$ cat config.mk
export PLATFORM = sky130hd
export DESIGN_NAME = f2dt_queue
export DESIGN_NICKNAME = d
export VERILOG_FILES = /design/src/rtl/f2dt_pkg.sv /design/src/rtl/f2dt_queue.sv
export SDC_FILE = /design/constraint.sdc
export NUM_CORES = 1
export LEC_CHECK = 0
export BUFFER_PORTS_ARGS = -buffer_cell sky130_fd_sc_hd__clkbuf_2
export CORE_MARGIN = 5
export CORE_UTILIZATION = 30
export DETAILED_ROUTE_END_ITERATION = 10
export PLACE_DENSITY = 0.54
export SLEW_MARGIN = 25
export SYNTH_ARGS = -nofsm -noshare
export SYNTH_HDL_FRONTEND = slang
export SYNTH_SLANG_ARGS = --single-unit
$ cat constraint.sdc
create_clock -name i_clk -period 4 [get_ports i_clk]
set_clock_uncertainty 0.15 [all_clocks]
set_input_delay 0.2 -clock i_clk [delete_from_list [all_inputs] [get_ports i_clk]]
set_output_delay 0.2 -clock i_clk [all_outputs]
set_load 0.005 [all_outputs]
$ cat src/rtl/f2dt_pkg.sv
// Shared types, constants and character tables for the float-to-decimal-text block.
`default_nettype none
package f2dt_pkg;

    // Binary32 field handling
    localparam logic [7:0] EXP_ALL_ONES  = 8'hFF;
    localparam logic [7:0] EXP_INT_BASE  = 8'd150;  // exponent at which the unit bit is LSB
    localparam logic [7:0] EXP_OVF       = 8'd159;  // first exponent whose integer part overflows
    localparam logic [7:0] FRAC_LIMIT    = 8'd35;   // right shift at which no fraction digit is left
    localparam logic [7:0] FRAC_WIDE     = 8'd24;   // right shift at which the whole significand is fraction
    localparam logic [6:0] FRAC_SCALE    = 7'd125;  // 1000 / 8

    // Division by ten through a reciprocal
    localparam logic [31:0] RECIP_TEN       = 32'hCCCC_CCCD;
    localparam int          RECIP_TEN_SHIFT = 35;

    // Digit buffer: three fraction digits, then up to ten integer digits
    localparam int DIG_DEPTH    = 13;
    localparam int DIG_IDX_W    = $clog2(DIG_DEPTH);
    localparam logic [DIG_IDX_W-1:0] FRAC_TOP_IDX = DIG_IDX_W'(2);
    localparam logic [DIG_IDX_W-1:0] INT_LOW_IDX  = DIG_IDX_W'(3);

    localparam int QUEUE_DEPTH_DEF = 2;

    // Character codes
    localparam logic [6:0] CH_MINUS = 7'h2D;
    localparam logic [6:0] CH_DOT   = 7'h2E;
    localparam logic [6:0] CH_ZERO  = 7'h30;
    localparam logic [6:0] CH_NL    = 7'h0A;

    typedef enum logic [1:0] {
        KIND_NUM,
        KIND_NAN,
        KIND_INF,
        KIND_OVF
    } t_kind;

    typedef struct packed {
        t_kind       kind;
        logic        neg;
        logic [31:0] ipart;
        logic [9:0]  dpart;
    } t_entry;

    typedef struct packed {
        logic   avail;
        t_entry head;
    } t_queue_rd;

    typedef enum logic [3:0] {
        BK_IDLE,
        BK_CONV,
        BK_SIGN,
        BK_INT,
        BK_DOT,
        BK_FRAC,
        BK_TEXT,
        BK_NL
    } t_back_state;

    // Index of the final letter of a fixed word
    function automatic logic [DIG_IDX_W-1:0] text_last(input t_kind kind);
        logic [DIG_IDX_W-1:0] r;
        case (kind)
            KIND_OVF: r = DIG_IDX_W'(7);
            default:  r = DIG_IDX_W'(2);
        endcase
        return r;
    endfunction

    // Letters of "NaN", "Inf" and "Overflow"
    function automatic logic [6:0] text_char(input t_kind kind,
                                             input logic [DIG_IDX_W-1:0] idx);
        logic [6:0] c;
        c = CH_NL;
        case (kind)
            KIND_NAN: begin
                case (idx)
                    4'd0:    c = 7'h4E;  // N
                    4'd1:    c = 7'h61;  // a
                    default: c = 7'h4E;  // N
                endcase
            end
            KIND_INF: begin
                case (idx)
                    4'd0:    c = 7'h49;  // I
                    4'd1:    c = 7'h6E;  // n
                    default: c = 7'h66;  // f
                endcase
            end
            KIND_OVF: begin
                case (idx)
                    4'd0:    c = 7'h4F;  // O
                    4'd1:    c = 7'h76;  // v
                    4'd2:    c = 7'h65;  // e
                    4'd3:    c = 7'h72;  // r
                    4'd4:    c = 7'h66;  // f
                    4'd5:    c = 7'h6C;  // l
                    4'd6:    c = 7'h6F;  // o
                    default: c = 7'h77;  // w
                endcase
            end
            default: c = CH_NL;
        endcase
        return c;
    endfunction

endpackage
`default_nettype wire

$ cat src/rtl/f2dt_queue.sv
// Short queue of classified values between the front end and the text generator.
`default_nettype none
module f2dt_queue #(
    parameter int DEPTH = f2dt_pkg::QUEUE_DEPTH_DEF
) (
    input  wire logic               i_clk,
    input  wire logic               i_rst_n,
    input  wire logic               i_wr,
    input  wire f2dt_pkg::t_entry   i_entry,
    input  wire logic               i_pop,
    output logic                    o_full,
    output f2dt_pkg::t_queue_rd     o_rd
);
    import f2dt_pkg::*;

    localparam int PTR_W = $clog2(DEPTH);
    localparam int CNT_W = $clog2(DEPTH + 1);
    localparam logic [PTR_W-1:0] PTR_LAST = PTR_W'(DEPTH - 1);
    localparam logic [CNT_W-1:0] CNT_FULL = CNT_W'(DEPTH);

    t_entry           r_mem [DEPTH];
    logic [PTR_W-1:0] r_wr_ptr;
    logic [PTR_W-1:0] r_rd_ptr;
    logic [CNT_W-1:0] r_count;
    logic             do_pop;

    assign o_full        = (r_count == CNT_FULL);
    assign o_rd.avail    = (r_count != '0);
    assign o_rd.head     = r_mem[r_rd_ptr];
    assign do_pop        = i_pop && o_rd.avail;

    always_ff @(posedge i_clk) begin
        if (i_wr) begin
            r_mem[r_wr_ptr] <= i_entry;
        end
    end

    always_ff @(posedge i_clk) begin
        if (!i_rst_n) begin
            r_wr_ptr <= '0;
            r_rd_ptr <= '0;
            r_count  <= '0;
        end else begin
            if (i_wr) begin
                r_wr_ptr <= (r_wr_ptr == PTR_LAST) ? '0 : r_wr_ptr + 1'b1;
            end
            if (do_pop) begin
                r_rd_ptr <= (r_rd_ptr == PTR_LAST) ? '0 : r_rd_ptr + 1'b1;
            end
            case ({i_wr, do_pop})
                2'b10:   r_count <= r_count + 1'b1;
                2'b01:   r_count <= r_count - 1'b1;
                default: r_count <= r_count;
            endcase
        end
    end

endmodule
`default_nettype wire

# Word level (Yosys, flattened, before mapping)
# Memories as Yosys holds them, arrays and structs flattened. A register that Yosys moved wholly into a read port is not among the register bits.
# Index checks and enable logic that the tools add are counted.
word_totals:
  wordCells: 21
  register_bits: 4
  ramBits: 90
  out_inout_bits: 47
  in_bits: 49
  mem_count: 1
op_classes:
  reduce_logical: 3
  muxes: 7
  n_addsub: 4
  n_eq_ne: 3
memory_table:
  columns: ["memory", "words", "width", "rd", "rd_ports_with_merged_regs", "wr", "line", "source"]
  rows:
  - ["r_mem", 2, 45, 1, 1, 1, "f2dt_queue.sv:21", "t_entry r_mem [DEPTH];"]
ops:
  columns: ["cell", "n"]
  rows:
  - ["$mux W1", 6]
  - ["$eq A2 B2 Y1 const B", 2]
  - ["$pmux W2 S2", 1]
  - ["$reduce_bool A2 Y1", 2]
  - ["$add A1 B1 Y1 const B", 2]
  - ["$add A2 B1 Y2 const B", 1]
  - ["$eq A2 B1 Y1 const B", 1]
  - ["$sub A2 B1 Y2 const B", 1]
  - ["$logic_and A1 B1 Y1", 1]

# Logic depth before layout (Yosys ltp)
logic_depth:
  ltp_word: 4
  ltp_mapped: 5
  depth_no_buf: 5

# Worst setup path before layout
# OpenSTA, ideal clock, no wires.
synth_path:
  path_type: "reg2reg"
  from: "register r_wr_ptr"
  to: "memory r_mem[0][0] (netlist bit) (enable)"
  path_buffers: 0
  path_slack_ps: 1170
  path_stages_with_launch: 2
  arrival_time_ps: 2230
  period_less_slack_ps: 2830
  setup_time_ps: 450
  required_time_ps: 3400
  cell_sequence: "dfxtp_1 nor2_1"
synth_lines:
  columns: ["item", "line", "source"]
  rows:
  - ["start, declared", "f2dt_queue.sv:22", "logic [PTR_W-1:0] r_wr_ptr;"]
  - ["start signal, assigned", "f2dt_queue.sv:45", "r_wr_ptr <= (r_wr_ptr == PTR_LAST) ? '0 : r_wr_ptr + 1'b1;"]
  - ["end, declared", "f2dt_queue.sv:21", null]
# No word-level cell before the write port.

==> metrics.cfg <==
[sta]
slew_violations = 0
period_needed_ps = 1983
final-hold-violation-count = 0
rsz0062_at_grt = no
clock.fmax_mhz = 504.4
setup_viol = 0
worst_pin_slew_ps = 786.4
period_share = 0.4957
setup_tns_ps = 0
maxSlewHeadroom = 0.4745

[finish]
n_antenna_cell = 0
seqCellArea_mm2 = 0.002806
n_fill_cell = 1046
nNetsFinal = 362
area_delta_synth_final_pct = 40.42
layout-drive-gt1-share = 0.5016
multi_input_area_um2 = 638.1
utilization = 0.4274
final_cells = 460
fin_area_mm2 = 0.004860

[worst_setup_path]
worstSetupPathType = register to output port
setup.worst_path.start_class = register
crit_arrival_ps = 1630
worstPathRequired_ps = 3650
endpoint_kind = output port
cp_max_fo = 45

[drt]
drc = 0
routed_wl_um = 6675
drtAntennaViolNets = 0
routedWlPerCell_um = 14.51
dr.pass1.iters = 4
drt-initial-drc-count = 73
num_vias = 1955
viasPerCell = 4.250

[logic_synthesis]
yosysWarningCount = 0
syn_nets = 213
ys_ff_latch = 95
synthAdderAreaFrac = 0.003615
yosysSeqAreaShare = 0.8098
synth_cell_types = 16
synth_top_area_frac = 0.7809
synth.area.top_cells = edfxtp_1 78%, mux2_2 15%, dfxtp_1 2.9%
synth_xor_area_frac = 0.007592
synth-compound-area-share = 0.007954
synthesis.area_mm2 = 0.003461
syn_inst = 163
synthSimpleGateAreaFrac = 0.01627
synth_top_family_by_area = multiplexers
syn_avg_cell_area_um2 = 21.23
synth_mux_area_frac = 0.1464
synth_top_cell_by_area = edfxtp_1

[placement]
place_area_mm2 = 0.004118
gp_congestion = 0.6411
hpwl_um = 4249
dp.cells = 398
io_buffers = 95

[pwr]
swShare = 0.2282
clkPwrFrac = 0.320
p_switching_uw = 568.6
sequentialPowerShare = 0.502
p_int_mw = 1.923
pwr-share-comb = 0.179
peakVddDrop_v = 0.0002443
p_per_area_mw_per_mm2 = 512.7
p_leak_nw = 1.838

[grt]
grt_max_degree = 46
grt-ovfl-total = 0
antenna_found_initial = 0
grt_pass1_wl_um = 11100
grt_pass1_vias = 2192
grt_usage = 0.1020

[clock_network]
post_cts_buffers = 0
cts_tree = done
cts_buffers = 9
cts_root_buffer = clkbuf_16
cts_max_path_buffers = 2
htree_levels = 3
path_clk_slew_ps = 60
cts.sinks = 95
worstSkewPairLatency_ps = 330

[die]
start_util = 0.3044
dieHeight_um = 117.4
die_width_um = 117.4
io_pins = 96
core_area_mm2 = 0.01137
dieArea_mm2 = 0.01378
row_count = 39

[min_path]
min_path_type = primary input to register

[job]
drv_cap = 0

[status]
status = finished clean

-- final cells by class --
class                   count  area share
clock buffers              16     0.05793
inverters                   1   0.0007724
multi-input cells          62      0.1313
flip-flops and latches     95      0.5775
well taps                 143     0.03682
repair buffers            143      0.1957
-- state kept, by name, indices dropped and copies added, names as in the netlist, named ones only --
register  count
r_count       2
r_wr_ptr      1
r_mem        90
r_rd_ptr      1
-- layer usage --
metal / vias to the layer above / part of all wire / track usage
met5: - / 0 / 0
met4: 0 / 0.013 / 0.03988
met3: 7 / 0.058 / 0.03850
met2: 54 / 0.50 / 0.1683
met1: 957 / 0.43 / 0.1200
li1: 937 / - / -
-- cell usage after synthesis (all sizes together) --
library cell,n
mux2,45
xnor2,3
buf,5
or3,1
edfxtp,90
and2,2
inv,1
or2,1
dfxtp,5
o21a,2
and2b,1
a21boi,1
nor2b,3
ha,1
o21ai,1
nor2,1
-- placed cells by master, fill, tap and decap left out --
| cell type | netlist | final |
|---|---|---|
| inv_1 | 1 | 1 |
| clkbuf_1 | 0 | 4 |
| mux2_2 | 45 | 45 |
| clkbuf_8 | 0 | 3 |
| nor2_4 | 0 | 1 |
| clkbuf_16 | 0 | 9 |
| or2_2 | 1 | 1 |
| or3_1 | 1 | 1 |
| and2_1 | 2 | 1 |
| buf_4 | 0 | 2 |
| dfxtp_4 | 0 | 1 |
| dlygate4sd3_1 | 0 | 46 |
| ha_1 | 1 | 1 |
| clkbuf_2 | 0 | 95 |
| o21ai_0 | 1 | 1 |
| and2b_2 | 1 | 1 |
| dfxtp_1 | 5 | 4 |
| edfxtp_1 | 90 | 90 |
| o21a_1 | 2 | 2 |
| xnor2_1 | 3 | 3 |
| and2_2 | 0 | 1 |
| nor2b_1 | 3 | 3 |
| a21boi_1 | 1 | 1 |
-- through the flow --
| step | setup slack (ps) | hold slack [ps] | total power, mW |
|---|---|---|---|
| 2_1_floorplan | 1170 | 148.9 | 1.500 |
| 3_3_place_gp | 1957 | 239.1 | 1.693 |
| 3_5_place_dp | 1982 | 244.7 | 1.698 |
| 4_1_cts | 1940 | 46.45 | 2.548 |
| 5_1_grt | 1893 | 72.65 | 2.641 |
| 6_report | 2017 | 65.33 | 2.491 |
-- worst max-delay path: stages (launching register included) --
cell	delay, ps
dfxtp_4	750
mux2_2	410
clkbuf_2	110
-- worst paths after layout --
kind	from	end	slack (ps)	cells past startpoint
worst min-delay path	i_wr	r_wr_ptr$_SDFFE_PN0P_	70	3
worst min register to register	r_count[1]$_SDFFE_PN0P_	r_count[1]$_SDFFE_PN0P_	380	2
worst max-delay path	register	o_rd[9]	2020	2
worst max register to register	r_wr_ptr$_SDFFE_PN0P_	r_mem[0][9]$_DFFE_PP_	2100	2
-- logic make-up (layout without fill, tap and decap cells) --
kind of cell    after synthesis  count (layout)
simple gates                  9               9
buf+inv                       6             160
mux                          45              45
fa+ha+maj                     1               1
compound gates                4               4
flops                        95              95
xor+xnor                      3               3
-- power groups by stage --
stage | sequential [mW] | combinational, mW | clock (mW)
2_1_floorplan | 1.20 | 0.301 | 0
3_3_place_gp | 1.27 | 0.419 | 0
3_5_place_dp | 1.28 | 0.419 | 0
4_1_cts | 1.26 | 0.457 | 0.832
5_1_grt | 1.27 | 0.489 | 0.884
6_report | 1.25 | 0.445 | 0.797
-- timing repair --
| item | in CTS | in global routing |
|---|---|---|
| endpoints found under the hold margin | 95 | 0 |
| hold buffers | 46 | 0 |
| resized for setup | 0 | 0 |
No activity file was read; power rests on OpenSTA's default activity.
