`config.mk`:
```
export PLATFORM = sky130hd
export DESIGN_NAME = f2dt_front
export DESIGN_NICKNAME = d
export VERILOG_FILES = /design/src/rtl/f2dt_pkg.sv /design/src/rtl/f2dt_front.sv
export SDC_FILE = /design/constraint.sdc
export NUM_CORES = 1
export LEC_CHECK = 0
export ABC_AREA = 0
export BUFFER_PORTS_ARGS = -buffer_cell sky130_fd_sc_hd__buf_2
export CORE_AREA = 2 2 160 162
export DETAILED_ROUTE_END_ITERATION = 8
export DIE_AREA = 0 0 162 164
export GPL_ROUTABILITY_DRIVEN = 0
export SLEW_MARGIN = 40
export SYNTH_ARGS = -nofsm -noshare
export SYNTH_HDL_FRONTEND = slang
export SYNTH_SLANG_ARGS = --single-unit
```
`constraint.sdc`:
```
create_clock -name vclk -period 31.8
set_input_delay 4.77 -clock vclk [all_inputs]
set_output_delay 4.77 -clock vclk [all_outputs]
set_load 0.005 [all_outputs]
```
`src/rtl/f2dt_pkg.sv`:
```
// Shared types, constants and character tables for the float-to-decimal-text block.
`default_nettype none
package f2dt_pkg;

    // Binary32 field handling
    localparam logic [7:0] EXP_ALL_ONES  = 8'hFF;
    localparam logic [7:0] EXP_INT_BASE  = 8'd150;  // exponent at which the unit bit is LSB
    localparam logic [7:0] EXP_OVF       = 8'd159;  // first exponent whose integer part overflows
    localparam logic [7:0] FRAC_LIMIT    = 8'd35;   // right shift at which no fraction digit is left
    localparam logic [7:0] FRAC_WIDE     = 8'd24;   // right shift at which the whole significand is fraction
    localparam logic [6:0] FRAC_SCALE    = 7'd125;  // 1000 / 8

    // Division by ten through a reciprocal
    localparam logic [31:0] RECIP_TEN       = 32'hCCCC_CCCD;
    localparam int          RECIP_TEN_SHIFT = 35;

    // Digit buffer: three fraction digits, then up to ten integer digits
    localparam int DIG_DEPTH    = 13;
    localparam int DIG_IDX_W    = $clog2(DIG_DEPTH);
    localparam logic [DIG_IDX_W-1:0] FRAC_TOP_IDX = DIG_IDX_W'(2);
    localparam logic [DIG_IDX_W-1:0] INT_LOW_IDX  = DIG_IDX_W'(3);

    localparam int QUEUE_DEPTH_DEF = 2;

    // Character codes
    localparam logic [6:0] CH_MINUS = 7'h2D;
    localparam logic [6:0] CH_DOT   = 7'h2E;
    localparam logic [6:0] CH_ZERO  = 7'h30;
    localparam logic [6:0] CH_NL    = 7'h0A;

    typedef enum logic [1:0] {
        KIND_NUM,
        KIND_NAN,
        KIND_INF,
        KIND_OVF
    } t_kind;

    typedef struct packed {
        t_kind       kind;
        logic        neg;
        logic [31:0] ipart;
        logic [9:0]  dpart;
    } t_entry;

    typedef struct packed {
        logic   avail;
        t_entry head;
    } t_queue_rd;

    typedef enum logic [3:0] {
        BK_IDLE,
        BK_CONV,
        BK_SIGN,
        BK_INT,
        BK_DOT,
        BK_FRAC,
        BK_TEXT,
        BK_NL
    } t_back_state;

    // Index of the final letter of a fixed word
    function automatic logic [DIG_IDX_W-1:0] text_last(input t_kind kind);
        logic [DIG_IDX_W-1:0] r;
        case (kind)
            KIND_OVF: r = DIG_IDX_W'(7);
            default:  r = DIG_IDX_W'(2);
        endcase
        return r;
    endfunction

    // Letters of "NaN", "Inf" and "Overflow"
    function automatic logic [6:0] text_char(input t_kind kind,
                                             input logic [DIG_IDX_W-1:0] idx);
        logic [6:0] c;
        c = CH_NL;
        case (kind)
            KIND_NAN: begin
                case (idx)
                    4'd0:    c = 7'h4E;  // N
                    4'd1:    c = 7'h61;  // a
                    default: c = 7'h4E;  // N
                endcase
            end
            KIND_INF: begin
                case (idx)
                    4'd0:    c = 7'h49;  // I
                    4'd1:    c = 7'h6E;  // n
                    default: c = 7'h66;  // f
                endcase
            end
            KIND_OVF: begin
                case (idx)
                    4'd0:    c = 7'h4F;  // O
                    4'd1:    c = 7'h76;  // v
                    4'd2:    c = 7'h65;  // e
                    4'd3:    c = 7'h72;  // r
                    4'd4:    c = 7'h66;  // f
                    4'd5:    c = 7'h6C;  // l
                    4'd6:    c = 7'h6F;  // o
                    default: c = 7'h77;  // w
                endcase
            end
            default: c = CH_NL;
        endcase
        return c;
    endfunction

endpackage
`default_nettype wire

```
`src/rtl/f2dt_front.sv`:
```
// Front end: takes a binary32 word, classifies it and splits it into integer and milli parts.
`default_nettype none
module f2dt_front (
    input  wire logic           i_valid,
    input  wire logic [31:0]    i_value_bits,
    input  wire logic           i_full,
    output logic                o_stall,
    output logic                o_wr,
    output f2dt_pkg::t_entry    o_entry
);
    import f2dt_pkg::*;

    logic        sign;
    logic [7:0]  ex;
    logic [22:0] mant;
    logic [23:0] sig;
    logic [7:0]  fs;
    logic [3:0]  sh;
    logic [23:0] frac;
    logic [30:0] scaled;
    logic [33:0] scaled_x8;
    logic [33:0] dq;
    logic [31:0] ipart;
    logic [9:0]  dpart;

    assign sign = i_value_bits[31];
    assign ex   = i_value_bits[30:23];
    assign mant = i_value_bits[22:0];
    assign sig  = {1'b1, mant};
    assign fs   = EXP_INT_BASE - ex;
    assign sh   = 4'(ex - EXP_INT_BASE);

    // Fraction bits of the significand, scaled by 1000 and cut to whole thousandths
    always_comb begin
        if (fs >= FRAC_WIDE) begin
            frac = sig;
        end else begin
            frac = sig & ~(24'hFF_FFFF << fs[4:0]);
        end
        scaled    = 31'(frac) * 31'(FRAC_SCALE);
        scaled_x8 = {scaled, 3'b000};
        dq        = scaled_x8 >> fs[5:0];
    end

    always_comb begin
        ipart = '0;
        dpart = '0;
        if (ex >= EXP_INT_BASE) begin
            ipart = {8'b0, sig} << sh;
        end else if (ex != 8'd0) begin
            if (fs < FRAC_WIDE) begin
                ipart = {8'b0, sig >> fs[4:0]};
            end
            if (fs < FRAC_LIMIT) begin
                dpart = dq[9:0];
            end
        end
    end

    always_comb begin
        o_entry       = '0;
        o_entry.ipart = ipart;
        o_entry.dpart = dpart;
        if (ex == EXP_ALL_ONES) begin
            o_entry.kind  = (mant != '0) ? KIND_NAN : KIND_INF;
            o_entry.neg   = (mant == '0) && sign;
        end else if (ex >= EXP_OVF) begin
            o_entry.kind  = KIND_OVF;
            o_entry.neg   = sign;
        end else begin
            // a zero result carries no sign
            o_entry.kind  = KIND_NUM;
            o_entry.neg   = sign && ((ipart != '0) || (dpart != '0));
        end
    end

    assign o_stall = i_full;
    assign o_wr    = i_valid && !i_full;

endmodule
`default_nettype wire

```
Yosys cells after proc, flatten, opt, wreduce, memory -nomap -nowiden. Index checks and enable logic that the tools add are counted.

Word-level logic and storage cells: 35. Register bits after elaboration: 0. Input bits: 34. Output and inout bits: 47.

Bitwise gates (word level): 2. Shift-type cells: 4. $lt $le $gt $ge: 5. Equality and inequality tests: 1. Reductions and logical operators: 10. Muxes and demuxes: 10. $add $sub $neg: 2. $mul: 1.

Operators by type and width (number): two-way mux 24 bit (3); right shift 34 x 6 -> 10 bit (1); two-way mux 32 bit (1); nonzero test 32 bit (1); left shift 24 x 4 -> 32 bit (1); multiplier 24 x 7 -> 31 bit, second input constant (1); two-way mux 10 bit (3); bitwise AND 24 bit (1); inverter 24 bit (1); left shift 24 x 5 -> 24 bit, first input constant (1); right shift 24 x 5 -> 24 bit (1); logical NOT 23 bit (1); nonzero test 23 bit (1); >= comparator 8 bit, second input constant (2); nonzero test 10 bit (1); == test 8 bit, second input constant (1); >= comparator 8 x 5 -> 1 bit, second input constant (1); less-than comparator 8 x 5 -> 1 bit, second input constant (1); less-than comparator 8 x 6 -> 1 bit, second input constant (1); nonzero test 8 bit (1); subtractor 8 bit, first input constant (1); two-way mux 3 bit (2); subtractor 4 x 3 -> 4 bit, second input constant (1); logical AND 1 bit (3); 3 further kinds (3).

Depth between registers and ports, before layout. Gate-level depths: netlist of run 1.

Depth in word-level cells: 15. Depth in mapped cells: 35. Gate-level depth less buffers: 29.

Least setup slack after synthesis of run 1. No wires, ideal clock.

Path kind: input-to-output. Start point: input port i_value_bits[24]. End point: output port o_entry[42] in the netlist's numbering. Data required time: 27.030 ns. Data arrival time: 13.795 ns. Setup slack: 13.235 ns. Buffers on the path: 9. Stages on the path: 33. Cells stage by stage: buf_6 -> clkbuf_1 -> clkbuf_1 -> clkbuf_1 -> inv_1 -> ha_1 -> clkbuf_1 -> clkbuf_1 -> clkbuf_1 -> clkbuf_1 -> clkbuf_1 -> a21oi_1 -> o21a_1 -> fa_1 -> inv_1 -> fa_1 -> inv_1 -> fa_1 -> inv_1 -> fa_1 -> inv_1 -> ha_1 -> nand2_1 -> or3_1 -> o21bai_1 -> a21oi_1 -> xnor2_1 -> mux4_2 -> nor2b_1 -> a2111o_1 -> nor4_1 -> o211ai_1 -> o311a_1.

RTL lines: from (decl) (RTL line f2dt_front.sv:5) `input wire logic [31:0] i_value_bits,`; to (decl) (RTL line f2dt_front.sv:9) `output f2dt_pkg::t_entry o_entry`.

==> results of run 1 <==
placed cells by master, fill, tap and decap left out, types with 6 or more instances in the layout:
master,Yosys,final
nor2b_1,11,11
mux4_2,33,33
ha_1,75,74
buf_4,1,16
o221ai_1,6,6
a211oi_1,17,17
a21oi_1,88,88
mux2_2,16,16
nand2_1,160,160
inv_1,152,152
a31oi_1,15,15
o21a_1,25,25
or3_1,6,6
a21o_1,7,7
buf_2,13,80
nor4_1,17,17
fa_1,83,83
mux2i_1,46,46
nor2_1,100,100
and2_1,14,14
nand3_1,33,33
and3_1,10,10
o211ai_1,14,14
a211o_1,6,6
nand4_1,10,10
o21ai_0,57,57
o22ai_1,23,23
o22a_1,6,6
xor2_1,17,14
o31ai_1,15,15
nor3_1,30,30
xnor2_1,19,17
through the flow:
stage                     setup WS, ps  instances
final                            13040       1648
after global routing             12520       1648
after CTS                        13110       1648
after detailed placement         13120       1648
after global placement           13240       1648
after floorplan                  13240       1318
critical path, delay by kind of cell:
| kind | cells | cell delay, ps |
|---|---|---|
| xor+xnor | 1 | 210 |
| compound gates | 11 | 2430 |
| fa+ha+maj | 6 | 2930 |
| mux | 1 | 570 |
| buf+inv | 8 | 1320 |
| simple gates | 5 | 1680 |
Yosys cell counts (6+ instances only):
cell and instances:
a21o_1 7, o21ai_0 57, and3_1 10, o22ai_1 23, and2_1 14, mux2i_1 46, inv_1 152, nor2b_1 11
buf_1 6, mux2_2 16, o221ai_1 6, clkbuf_1 72, o22a_1 6, o211ai_1 14, nor4_1 17, mux4_2 33
fa_1 83, a21oi_1 88, a31oi_1 15, xor2_1 17, ha_1 75, o21a_1 25, xnor2_1 19, nand2_1 160
buf_2 13, a211o_1 6, nor3_1 30, nand4_1 10, nand3_1 33, or3_1 6, nor2_1 100, o31ai_1 15
a211oi_1 17
routing by layer:
metal | part of all wire, % | routed length (um) | up-vias | track usage, %
li1 | - | - | 4743 | -
met1 | 42 | 14300 | 4933 | 34.4
met2 | 47 | 16000 | 517 | 43.7
met3 | 7.6 | 2600 | 82 | 2.17
met4 | 3.6 | 1220 | 0 | 7.08
met5 | 0 | 0 | - | 0
how the worst min path moves through the flow:
| stage | start | end | slack, ps | depth (start not counted) |
|---|---|---|---|---|
| 2_1_floorplan | i_full | o_wr | 9570 | 1 |
| 3_3_place_gp | i_full | o_stall | 9720 | 2 |
| 3_5_place_dp | i_full | o_stall | 9730 | 2 |
| 4_1_cts | i_full | o_stall | 9730 | 2 |
| 5_1_grt | i_full | o_stall | 9740 | 2 |
| 6_report | i_full | o_stall | 9720 | 2 |
kinds of logic (layout without fill, tap and decap cells):
kind of cell,Yosys count,in the layout,share of synthesized area [%]
adders and majority gates,158,158,26.7
and+or+nand+nor,416,416,19.7
buffers and inverters,250,250,9.96
xor gates and xnor gates,36,36,3.24
AOI/OAI and AO/OA,358,358,24.9
muxes,100,100,15.5
power by group through the flow:
| stage | clock network [W] | registers, W | logic (W) |
|---|---|---|---|
| finish | 0 | 0 | 0.00116 |
| global route | 0 | 0 | 0.00128 |
| CTS | 0 | 0 | 0.00113 |
| detailed placement | 0 | 0 | 0.00112 |
| global placement | 0 | 0 | 0.00112 |
| floorplan | 0 | 0 | 0.000856 |
cell type report:
| cell class | instances | area share [%] |
|---|---|---|
| well taps | 330 | 3.99 |
| multi-input cells | 1068 | 85.3 |
| inverters | 153 | 5.55 |
| repair buffers | 97 | 5.14 |
==> results.yml, run 1 <==
status:
  status: "completed"
clock_tree:
  postCtsResizedCells: 0
  post-cts-setup-buffers: 0
  hold_buffers: 0
synth:
  synth_top_area_cell: "fa_1"
  yosysUniqueCellTypes: 83
  ys_warn_count: 0
  synth_nets: 1510
  avgSynthCellArea_um2: 7.39
  syn_area_um2: 9750
  synth_top_area_share_pct: 17.0
  yosys-top-cells-area: "fa_1 (17%), ha_1 (9.6%), mux4_2 (7.6%)"
  syn_inst: 1318
  yosysSeqAreaShare_pct: 0
worst_setup_path:
  crit_fanout: 43
  crit_required_ps: 27030
  critPathCapture: "o_entry[42]"
  worstSetupStartpointType: "input port"
  arrival_ps: 13990
  slowest_stage: "mux4_2"
  worstSetupPathType: "in -> out"
  endpoint_kind: "primary output"
  cp_common_cell: "inv_1"
  crit_start: "i_value_bits[24]"
  cpPeakStageDelay_ps: 570
finish:
  filler_cell_count: 2663
  layout-drive-gt1-share_pct: 12.9
  seq_cell_count: 0
  n_antenna_cell: 0
  final_nets: 1512
  syn_to_final_growth_pct: 6.15
  clkbuf_count: 0
  seqCellArea_um2: 0
  stdcell_area_um2: 10300
  utilization_pct: 41.7
  multiInputGateArea_um2: 8830
die:
  die_h_um: 164
  die_area_um2: 26600
  fp-row-count: 58
  core_area_um2: 24800
  fp.dieW_um: 162
  start_util_pct: 39.3
  io_pins: 81
power_and_ir_drop:
  intPower_w: 0.000427
  power.switching_w: 0.000729
  p_leak_nw: 4.57
  power_density_nw_per_um2: 112
  p_total_w: 0.00116
  switching_share_pct: 63.0
  p_seq_share_pct: 0
  ir_drop_uv: 63.4
  power_frac_clock_pct: 0
  combPwrFrac_pct: 100.0
global_routing:
  grt-ovfl-total: 0
  track_usage_pct: 25.5
  grt_antenna_before_repair: 0
  grt_pass1_wl_mm: 54.2
  grt_pass1_vias: 9977
  grt_max_degree: 67
placement:
  dpl_cell_area_um2: 10300
  dp_hpwl_mm: 27.1
  portBuffers: 81
sta:
  tightest_slew_ps: 856
  setup_viol: 0
  rsz0062_at_grt: "false"
  slew_violations: 0
  clock.fmax_ghz: 0.0533
  fin_crit_sh_pct: 59.0
  fin_hold_ws_ps: 9720
  relSlewSlack_pct: 42.9
  hold_viol_final: 0
  tns_ps: 0
  period_needed_ps: 18760
routing:
  viasPerCell: 6.23
  wire_per_inst_um: 20.8
  routed_wl_mm: 34.2
  firstDrtPassIters: 6
  drtIter0Drc: 1141
  drc: 0
  num_vias: 10300
  drtAntennaViolNets: 0
min_path:
  hp-class: "in -> out"
job:
  maxCapViolations: 0
No activity file was read; power rests on OpenSTA's default activity.
==> run 2: changes to the inputs <==
==> constraint.sdc (replaced) <==
create_clock -name vclk -period 17.3
set_input_delay 2.595 -clock vclk [all_inputs]
set_output_delay 2.595 -clock vclk [all_outputs]
set_load 0.005 [all_outputs]
==> results.yml, run 2 (same netlist as run 1, synthesis figures left out) <==
clock_tree:
  postCtsResizedCells: 0
  post-cts-setup-buffers: 0
  hold_buffers: 0
sta:
  slew_violations: 0
  clock.fmax_ghz: 0.0691
  setup_viol: 0
  hold_viol_final: 0
  tightest_slew_ps: 913
  relSlewSlack_pct: 37.6
  period_needed_ps: 14470
  tns_ps: 0
  fin_crit_sh_pct: 83.7
  rsz0062_at_grt: "false"
  fin_hold_ws_ps: 5370
  worst_slack_ps: 2830
routing:
  firstDrtPassIters: 7
  drtIter0Drc: 1295
  drtAntennaViolNets: 0
  viasPerCell: 6.28
  routed_wl_mm: 34.8
  num_vias: 10300
  drc: 0
  wire_per_inst_um: 21.1
finish:
  stdcell_area_um2: 10300
  clkbuf_count: 0
  layout_commonest_cell: "nand2_1"
  seq_cell_count: 0
  syn_to_final_growth_pct: 6.15
  final_cells: 1648
  final_cell_mix: "nand2_1 (160), inv_1 (152), nor2_1 (100)"
  filler_cell_count: 2650
  n_antenna_cell: 0
  seqCellArea_um2: 0
  layout-drive-gt1-share_pct: 12.9
  final_nets: 1512
worst_setup_path:
  crit_fanout: 43
  worstSetupStartpointType: "input port"
  slowest_stage: "nor3_1"
  cpPeakStageDelay_ps: 630
  endpoint_kind: "primary output"
  cp_common_cell: "inv_1"
  critPathCapture: "o_entry[42]"
  crit_start: "i_value_bits[24]"
  crit_required_ps: 14700
  worstSetupPathType: "in -> out"
  arrival_ps: 11880
global_routing:
  track_usage_pct: 25.8
  grt_pass1_wl_mm: 55.2
  grt-ovfl-total: 0
  grt_pass1_vias: 10000
  grt_max_degree: 75
  grt_antenna_before_repair: 0
min_path:
  hp-class: "in -> out"
placement:
  pre_cts_slack_ps: 3010
  dpl_cell_area_um2: 10300
  place_inst: 1648
  portBuffers: 81
  dp_hpwl_mm: 27.5
status:
  status: "completed"
die:
  die_area_um2: 26600
  fp-row-count: 58
  fp.dieW_um: 162
  die_h_um: 164
  core_area_um2: 24800
  io_pins: 81
  start_util_pct: 39.3
job:
  maxCapViolations: 0
power_and_ir_drop:
  p_leak_nw: 4.57
  power_density_nw_per_um2: 205
  ir_drop_uv: 107
## run 2: cell counts in the layout (fill, tap and decap cells not counted)
No cell type changed its count.
## run 2: worst min-delay path by stage
stage,startpoint,endpoint,depth (start not counted)
after floorplan,i_full,o_wr,1
after detailed placement,i_full,o_stall,2
after global placement,i_full,o_stall,2
after CTS,i_full,o_stall,2
after global routing,i_full,o_stall,2
final,i_full,o_stall,2
## run 2: area by class of cell
type / count / area (um2) / share of cell area, %
inverters: 153 / 574 / 5.55
multi-input cells: 1068 / 8830 / 85.3
well taps: 330 / 413 / 3.99
repair buffers: 97 / 532 / 5.14
## run 2: power breakdown
| part | switching, W | total [W] | internal, W |
|---|---|---|---|
| combinational | 0.00133 | 0.00212 | 0.000788 |
| sequential | 0 | 0 | 0 |
| clock | 0 | 0 | 0 |
| total | 0.00133 | 0.00212 | 0.000788 |
## run 2: metal layers
| layer | GRT usage, % | wire length, um | share of wire (%) |
|---|---|---|---|
| met1 | 34.9 | 14500 | 42 |
| met2 | 44.3 | 16300 | 47 |
| met3 | 1.74 | 2670 | 7.7 |
| met5 | 0 | 0 | 0 |
| met4 | 7.96 | 1330 | 3.8 |
## run 2: per-stage QoR
step | total power, W | util, %
floorplan | 0.00157 | -
global placement | 0.00205 | 41.7
detailed placement | 0.00206 | 41.7
CTS | 0.00207 | 41.7
global route | 0.00233 | 41.7
finish | 0.00212 | 41.7
## run 2: critical path, delay by kind of cell
kind            cells  cell delay, ps
fa+ha+maj           6            3020
simple gates        7            2470
compound gates     10            2470
buf+inv             8            1290
